$ cat src/rtl/core/bvrp_pkg.sv
// Shared widths, codes, word types and helper function of the vertex range partitioner.
// Used by the channel interfaces and by every module in rtl/core.
`default_nettype none
package bvrp_pkg;

	localparam int VERTEX_ID_BITS = 24;
	localparam int SET_INDEX_BITS = 17;

	localparam int VC_BITS     = VERTEX_ID_BITS + 1;
	localparam int WEIGHT_BITS = 32;
	localparam int EDGE_BITS   = 32;
	localparam int TS_BITS     = SET_INDEX_BITS;
	localparam int KS_BITS     = SET_INDEX_BITS + 1;
	localparam int VL_BITS     = VERTEX_ID_BITS + 3;
	localparam int STATUS_BITS = 2;
	localparam int CFG_INDEX_BITS = 2;
	localparam int CFG_DATA_BITS  = 32;

	localparam int SCALE = 10000;
	localparam longint unsigned KLIMIT = longint'(SCALE) << SET_INDEX_BITS;
	localparam int K_BITS    = $clog2(KLIMIT);
	localparam int PROD_BITS = WEIGHT_BITS + K_BITS + 1;

	localparam int FIFO_DEPTH = 4;
	localparam int PTR_BITS   = $clog2(FIFO_DEPTH);
	localparam int CNT_BITS   = $clog2(FIFO_DEPTH + 1);

	localparam logic [STATUS_BITS-1:0] STATUS_OK           = 2'd0;
	localparam logic [STATUS_BITS-1:0] STATUS_DECREASING   = 2'd1;
	localparam logic [STATUS_BITS-1:0] STATUS_OUT_OF_RANGE = 2'd2;

	localparam logic [CFG_INDEX_BITS-1:0] REG_VERTEX_COUNT = 2'd0;
	localparam logic [CFG_INDEX_BITS-1:0] REG_TARGET_SETS  = 2'd1;
	localparam logic [CFG_INDEX_BITS-1:0] REG_TOTAL_EDGES  = 2'd2;

	typedef logic [VERTEX_ID_BITS-1:0] vertex_t;
	typedef logic [WEIGHT_BITS-1:0]    weight_t;
	typedef logic [SET_INDEX_BITS-1:0] set_t;
	typedef logic [K_BITS-1:0]         kcoef_t;

	typedef struct packed {
		vertex_t                range_first;
		vertex_t                range_last;
		set_t                   set_index;
		logic [STATUS_BITS-1:0] status;
		logic                   last_of_run;
	} range_word_t;

	typedef struct packed {
		logic [1:0]  count;
		range_word_t first;
		range_word_t second;
	} push_t;

	typedef struct packed {
		weight_t              cur_weight;
		weight_t              rng_weight;
		vertex_t              width;
		logic [EDGE_BITS-1:0] edges_left;
		logic [VL_BITS-1:0]   verts_left;
		kcoef_t               kcoef;
		logic                 kneg;
	} close_in_t;

	function automatic kcoef_t kcoef_of(input logic [KS_BITS-1:0] k);
		logic [63:0] wide;
		wide = 64'(k) * 64'(SCALE) + 64'd1;
		return K_BITS'(wide);
	endfunction

endpackage
`default_nettype wire

$ cat src/rtl/core/bvrp_ifs.sv
// Valid/ready channel interfaces of the vertex range partitioner: edges in, ranges out, config.
// Depends on bvrp_pkg for field widths.
`default_nettype none


interface bvrp_range_if;
	import bvrp_pkg::*;
	logic                      valid;
	logic                      ready;
	logic [VERTEX_ID_BITS-1:0] range_first;
	logic [VERTEX_ID_BITS-1:0] range_last;
	logic [SET_INDEX_BITS-1:0] set_index;
	logic [STATUS_BITS-1:0]    status;
	logic                      last_of_run;
	modport source (output valid, range_first, range_last, set_index, status, last_of_run,
		input ready);
	modport sink (input valid, range_first, range_last, set_index, status, last_of_run,
		output ready);
endinterface

`default_nettype wire

$ cat src/rtl/core/bvrp_result_fifo.sv
// Four-entry result queue taking up to two range words per cycle, draining one per cycle while ranges.ready is high.
// Depends on bvrp_pkg and bvrp_range_if.
`default_nettype none
module bvrp_result_fifo (
	input  logic                   clk,
	input  logic                   arst_n,
	input  bvrp_pkg::push_t        push,
	output logic                   room2,
	bvrp_range_if.source           ranges
);
	import bvrp_pkg::*;

	range_word_t             mem_q [FIFO_DEPTH];
	logic [PTR_BITS-1:0]     wr_ptr_q, rd_ptr_q;
	logic [CNT_BITS-1:0]     count_q;
	logic                    pop;
	range_word_t             head;

	assign pop   = ranges.valid && ranges.ready;
	assign room2 = count_q <= CNT_BITS'(FIFO_DEPTH - 2);
	assign head  = mem_q[rd_ptr_q];

	assign ranges.valid       = count_q != '0;
	assign ranges.range_first = head.range_first;
	assign ranges.range_last  = head.range_last;
	assign ranges.set_index   = head.set_index;
	assign ranges.status      = head.status;
	assign ranges.last_of_run = head.last_of_run;

	always_ff @(posedge clk) begin
		if (push.count != 2'd0) begin
			mem_q[wr_ptr_q] <= push.first;
		end
		if (push.count == 2'd2) begin
			mem_q[wr_ptr_q + PTR_BITS'(1)] <= push.second;
		end
	end

	always_ff @(posedge clk or negedge arst_n) begin
		if (!arst_n) begin
			wr_ptr_q <= '0;
			rd_ptr_q <= '0;
			count_q  <= '0;
		end else begin
			wr_ptr_q <= wr_ptr_q + PTR_BITS'(push.count);
			rd_ptr_q <= rd_ptr_q + PTR_BITS'(pop);
			count_q  <= count_q + CNT_BITS'(push.count) - CNT_BITS'(pop);
		end
	end

endmodule
`default_nettype wire

$ cat src/flat_wrapper.sv
// flat-port wrapper written by rule: the top's interface ports become plain ports
module bvrp_result_fifo_flat import bvrp_pkg::*;
  (clk, arst_n, push, room2, ranges_valid, ranges_range_first, ranges_range_last, ranges_set_index, ranges_status, ranges_last_of_run, ranges_ready);
  bvrp_range_if ranges_i ();
  input  logic clk;
  input  logic arst_n;
  input  bvrp_pkg::push_t push;
  output logic room2;
  output wire logic [$bits(ranges_i.valid)-1:0] ranges_valid;
  output wire logic [$bits(ranges_i.range_first)-1:0] ranges_range_first;
  output wire logic [$bits(ranges_i.range_last)-1:0] ranges_range_last;
  output wire logic [$bits(ranges_i.set_index)-1:0] ranges_set_index;
  output wire logic [$bits(ranges_i.status)-1:0] ranges_status;
  output wire logic [$bits(ranges_i.last_of_run)-1:0] ranges_last_of_run;
  input wire logic [$bits(ranges_i.ready)-1:0] ranges_ready;
  assign ranges_valid = ranges_i.valid;
  assign ranges_range_first = ranges_i.range_first;
  assign ranges_range_last = ranges_i.range_last;
  assign ranges_set_index = ranges_i.set_index;
  assign ranges_status = ranges_i.status;
  assign ranges_last_of_run = ranges_i.last_of_run;
  assign ranges_i.ready = ranges_ready;
  bvrp_result_fifo u_core (.clk(clk), .arst_n(arst_n), .push(push), .room2(room2), .ranges(ranges_i));
endmodule
$ cat config.mk
export PLATFORM = sky130hd
export DESIGN_NAME = bvrp_result_fifo_flat
export DESIGN_NICKNAME = d
export VERILOG_FILES = /design/src/rtl/core/bvrp_pkg.sv /design/src/rtl/core/bvrp_ifs.sv /design/src/rtl/core/bvrp_result_fifo.sv /design/src/flat_wrapper.sv
export SDC_FILE = /design/constraint.sdc
export NUM_CORES = 1
export LEC_CHECK = 0
export ABC_AREA = 1
export BUFFER_PORTS_ARGS = -buffer_cell sky130_fd_sc_hd__buf_2
export CAP_MARGIN = 10
export CORE_MARGIN = 1.5
export CORE_UTILIZATION = 41
export DETAILED_ROUTE_END_ITERATION = 16
export GPL_ROUTABILITY_DRIVEN = 0
export PLACE_DENSITY = 0.73
export SYNTH_ARGS = -nofsm -noshare
export SYNTH_HDL_FRONTEND = slang
export SYNTH_SLANG_ARGS = --single-unit
$ cat constraint.sdc
create_clock -name clk -period 2.9 [get_ports clk]
set_input_delay 0.435 -clock clk [delete_from_list [all_inputs] [get_ports clk]]
set_output_delay 0.435 -clock clk [all_outputs]
set_load 0.05 [all_outputs]
==> impl_results.html <==
<table>
<tr><th>Metric</th><th>Value</th></tr>
<tr><th colspan="2">Clock tree</th></tr>
<tr><td>Clock edge transition at the registers on the reported setup and hold paths</td><td>60 ps</td></tr>
<tr><td>Clock sinks</td><td>279</td></tr>
<tr><td>H-tree levels</td><td>1</td></tr>
<tr><td>CTS buffer count</td><td>31</td></tr>
<tr><td>Clock insertion delay at the later pin of the skew report</td><td>550 ps</td></tr>
<tr><td>CTS resizes</td><td>0</td></tr>
<tr><td>Library cell used as clock root buffer</td><td>sky130_fd_sc_hd__clkbuf_16</td></tr>
<tr><td>TritonCTS clock tree</td><td>yes</td></tr>
<tr><td>Longest Clk Path Bufs</td><td>3</td></tr>
<tr><td>Post-CTS Setup Bufs</td><td>0</td></tr>
<tr><th colspan="2">Power and ir drop</th></tr>
<tr><td>Sw power</td><td>8.51 mW</td></tr>
<tr><td>Standby leakage power</td><td>6.65 nW</td></tr>
<tr><td>Seq pwr share</td><td>34.9%</td></tr>
<tr><td>Worst IR drop on VDD</td><td>0.804 mV</td></tr>
<tr><td>Share of total power in the clock network</td><td>18.7%</td></tr>
<tr><td>Total power per unit cell area</td><td>1170 nW/um^2</td></tr>
<tr><td>Proportion of total power due to net switching</td><td>45.6%</td></tr>
<tr><td>Internal power consumption</td><td>10.1 mW</td></tr>
<tr><td>Part of the total power dissipated in combinational logic</td><td>46.3%</td></tr>
<tr><th colspan="2">STA</th></tr>
<tr><td>Fmax</td><td>381 MHz</td></tr>
<tr><td>Smallest hold slack</td><td>191 ps</td></tr>
<tr><td>Number of max-slew violations in the final report</td><td>0</td></tr>
<tr><td>Final sum of negative setup slack</td><td>0 ps</td></tr>
<tr><td>Slew Limit Headroom</td><td>60.3%</td></tr>
<tr><td>Setup Skew</td><td>9.56 ps</td></tr>
<tr><td>Final setup violation count</td><td>0</td></tr>
<tr><td>Number of hold violations in the final report</td><td>0</td></tr>
<tr><td>Clock period minus worst slack</td><td>2620 ps</td></tr>
<tr><td>RSZ-0062 raised after global routing</td><td>no</td></tr>
<tr><td>Worst Max-Slew Pin Slew</td><td>595 ps</td></tr>
<tr><td>Crit share post-route</td><td>90.4%</td></tr>
<tr><th colspan="2">Detailed routing</th></tr>
<tr><td>Routed Wire Length</td><td>33.6 mm</td></tr>
<tr><td>Number of antenna-violating nets in the routed design</td><td>0</td></tr>
<tr><td>Router iterations before antenna repair</td><td>6</td></tr>
<tr><td>Ratio of routed vias to standard cells</td><td>5.17</td></tr>
<tr><td>Post-detailed-route DRC marker count</td><td>0</td></tr>
<tr><td>Starting DRC count in detailed routing</td><td>848</td></tr>
<tr><td>Post-DR wirelength/cell</td><td>16.1 um</td></tr>
<tr><td>Overall via count from detail_route</td><td>10803</td></tr>
<tr><th colspan="2">Finish</th></tr>
<tr><td>Layout area overhead</td><td>17.2%</td></tr>
<tr><td>Core utilization of the finished layout</td><td>49.0%</td></tr>
<tr><td>Layout fillers</td><td>2929</td></tr>
<tr><td>Final net count</td><td>1760</td></tr>
<tr><td>Share of cells above drive strength 1</td><td>17.1%</td></tr>
<tr><td>Commonest non-fill, non-tap cells in the layout</td><td>sky130_fd_sc_hd__o21ai_0 (336), sky130_fd_sc_hd__nand2_1 (288), sky130_fd_sc_hd__edfxtp_1 (272)</td></tr>
<tr><td>Leading cell type in the layout, fill and taps excluded</td><td>sky130_fd_sc_hd__o21ai_0</td></tr>
<tr><th colspan="2">Die</th></tr>
<tr><td>Initial Util</td><td>41.8%</td></tr>
<tr><td>Vert. Die Dim</td><td>185 um</td></tr>
<tr><td>Floorplan Core Area</td><td>32600 um^2</td></tr>
<tr><td>Die X-Extent</td><td>185 um</td></tr>
<tr><td>Number of placed I/O pins</td><td>211</td></tr>
<tr><td>Die area</td><td>34400 um^2</td></tr>
<tr><td># rows</td><td>66</td></tr>
<tr><th colspan="2">Global routing</th></tr>
<tr><td>Total GRT Usage</td><td>19.3%</td></tr>
<tr><td>Number of global-route vias before repair</td><td>10485</td></tr>
<tr><td>Number of antenna violations at the first check in global routing</td><td>9</td></tr>
<tr><td>First-pass GRT wire length</td><td>52.1 mm</td></tr>
<tr><td>Total congestion overflow</td><td>0</td></tr>
<tr><td>Largest net degree at the start of global routing</td><td>137</td></tr>
<tr><th colspan="2">Setup path</th></tr>
<tr><td>Largest fanout of any net on the critical path</td><td>65</td></tr>
<tr><td>Crit path required time</td><td>2470 ps</td></tr>
<tr><td>Critical Setup Path Class</td><td>reg -&gt; out</td></tr>
<tr><td>Worst R2R Start</td><td>u_core.wr_ptr_q[1]</td></tr>
<tr><td>Element type at the critical path start</td><td>register</td></tr>
<tr><td>Launching instance or port of the critical path</td><td>u_core.rd_ptr_q[0]</td></tr>
<tr><td>Crit. End Element</td><td>output port</td></tr>
<tr><td>Worst endpoint data arrival time</td><td>2190 ps</td></tr>
<tr><th colspan="2">Yosys</th></tr>
<tr><td>Synth Instances</td><td>1458</td></tr>
<tr><td>Leading post-synthesis cells by cell area</td><td>sky130_fd_sc_hd__edfxtp_1 (60%), sky130_fd_sc_hd__o21ai_0 (12%), sky130_fd_sc_hd__nand2_1 (8.1%)</td></tr>
<tr><td>Count of cell types in the netlist</td><td>22</td></tr>
<tr><td>Syn_area_per_cell</td><td>9.35 um^2</td></tr>
<tr><td>Post-synthesis cell type with the largest combined area</td><td>sky130_fd_sc_hd__edfxtp_1</td></tr>
<tr><td>Nets in the synthesized netlist</td><td>1603</td></tr>
<tr><td>Share of synthesized area occupied by flip-flops and latches</td><td>61.2%</td></tr>
<tr><td>Number of synthesized register bits</td><td>279</td></tr>
<tr><td>Synth Cell Area</td><td>13600 um^2</td></tr>
<tr><td>Area share of the leading cell type in the synthesized netlist</td><td>59.9%</td></tr>
<tr><td>Total number of yosys warnings</td><td>0</td></tr>
<tr><th colspan="2">Job</th></tr>
<tr><td>Max-cap violations</td><td>0</td></tr>
<tr><th colspan="2">Place</th></tr>
<tr><td>Placed wire-length estimate after detailed placement</td><td>19.7 mm</td></tr>
<tr><td>Number of port buffers</td><td>210</td></tr>
<tr><th colspan="2">Run status</th></tr>
<tr><td>Status</td><td>finished clean</td></tr>
<tr><th colspan="2">Hold path</th></tr>
<tr><td>Worst hold path class</td><td>in -&gt; reg</td></tr>
<tr><td>Start point of the worst hold path</td><td>push[136]</td></tr>
</table>
routing by layer:
metal	GRT usage [%]	part of all wire (%)	vias to the layer above
met5	0	0.092	-
met1	24.1	41	5036
met4	7.41	2.4	6
met3	3.40	7.1	62
met2	33.3	49	374
li1	-	-	5325
worst paths after layout:
| kind | slack (ps) | depth (start not counted) | endpoint |
|---|---|---|---|
| worst min-delay path | 190 | 2 | u_core.count_q[0] |
| worst min register to register | 540 | 2 | u_core.rd_ptr_q[1] |
| max in group asynchronous | 2450 | 2 | u_core.rd_ptr_q[0] |
| worst max-delay path | 280 | 5 | ranges_range_last[1] |
| min in group asynchronous | 260 | 2 | u_core.count_q[0] |
| worst max register to register | 900 | 5 | u_core.mem_q[3][10] |
logic make-up after synthesis:
| family | Yosys count | share of synthesized area, % |
|---|---|---|
| AOI/OAI and AO/OA | 478 | 17.5 |
| xor gates and xnor gates | 2 | 0.128 |
| adders and majority gates | 4 | 0.422 |
| buffers and inverters | 185 | 6.57 |
| DFF | 279 | 61.2 |
| and+or+nand+nor | 510 | 14.1 |
power by group through the flow:
stage | combinational (mW) | sequential (mW) | clock (mW)
floorplan | 6.23 | 6.58 | 0
global placement | 8.56 | 6.55 | 0
detailed placement | 8.71 | 6.59 | 0
CTS | 8.74 | 6.52 | 3.53
global route | 9.39 | 6.64 | 3.71
finish | 8.65 | 6.52 | 3.49
registers in the layout, summed over array words and instances, names as in the netlist:
signal,flops
u_core.wr_ptr_q,2
u_core.count_q,3
u_core.mem_q,272
u_core.rd_ptr_q,2
layout make-up:
class	instances	area, um^2	area share, %
clock inverter	18	91.3	0.571
clock buffer	39	806	5.04
timing repair buffer	230	1420	8.89
multi-input combinational	994	4450	27.8
inverter	79	302	1.89
sequential	279	8350	52.2
tap	442	553	3.46
antenna	7	17.5	0.110
stage by stage:
| stage | power (mW) | std cells | instance area [um^2] | setup slack [ps] |
|---|---|---|---|---|
| after global placement | 15.1 | 2023 | 15100 | 611 |
| after CTS | 18.8 | 2081 | 16000 | 206 |
| after floorplan | 12.8 | 1458 | 13600 | 12.3 |
| after detailed placement | 15.3 | 2023 | 15100 | 580 |
| after global routing | 19.7 | 2085 | 16000 | 119 |
| final | 18.7 | 2088 | 16000 | 278 |
synth_stat cells (all sizes together):
cell type / count
fa: 1
nand3: 4
inv: 79
buf: 67
o21ai: 477
a21oi: 1
xor2: 1
ha: 3
dfrtp: 7
nor2: 209
nand2: 295
xnor2: 1
nand4: 2
clkbuf: 39
edfxtp: 272
worst max-delay path, stage by stage (launching register included):
cell and delay [ps]:
sky130_fd_sc_hd__dfrtp_4 560, sky130_fd_sc_hd__inv_4 110, sky130_fd_sc_hd__buf_12 260, sky130_fd_sc_hd__o21ai_0 110, sky130_fd_sc_hd__o21ai_0 270, sky130_fd_sc_hd__buf_2 320
what timing repair did:
item                                   CTS  global route
setup endpoints to repair                0             0
hold buffers                             1             0
endpoints found under the hold margin    7             0
No activity file was read; power rests on OpenSTA's default activity.
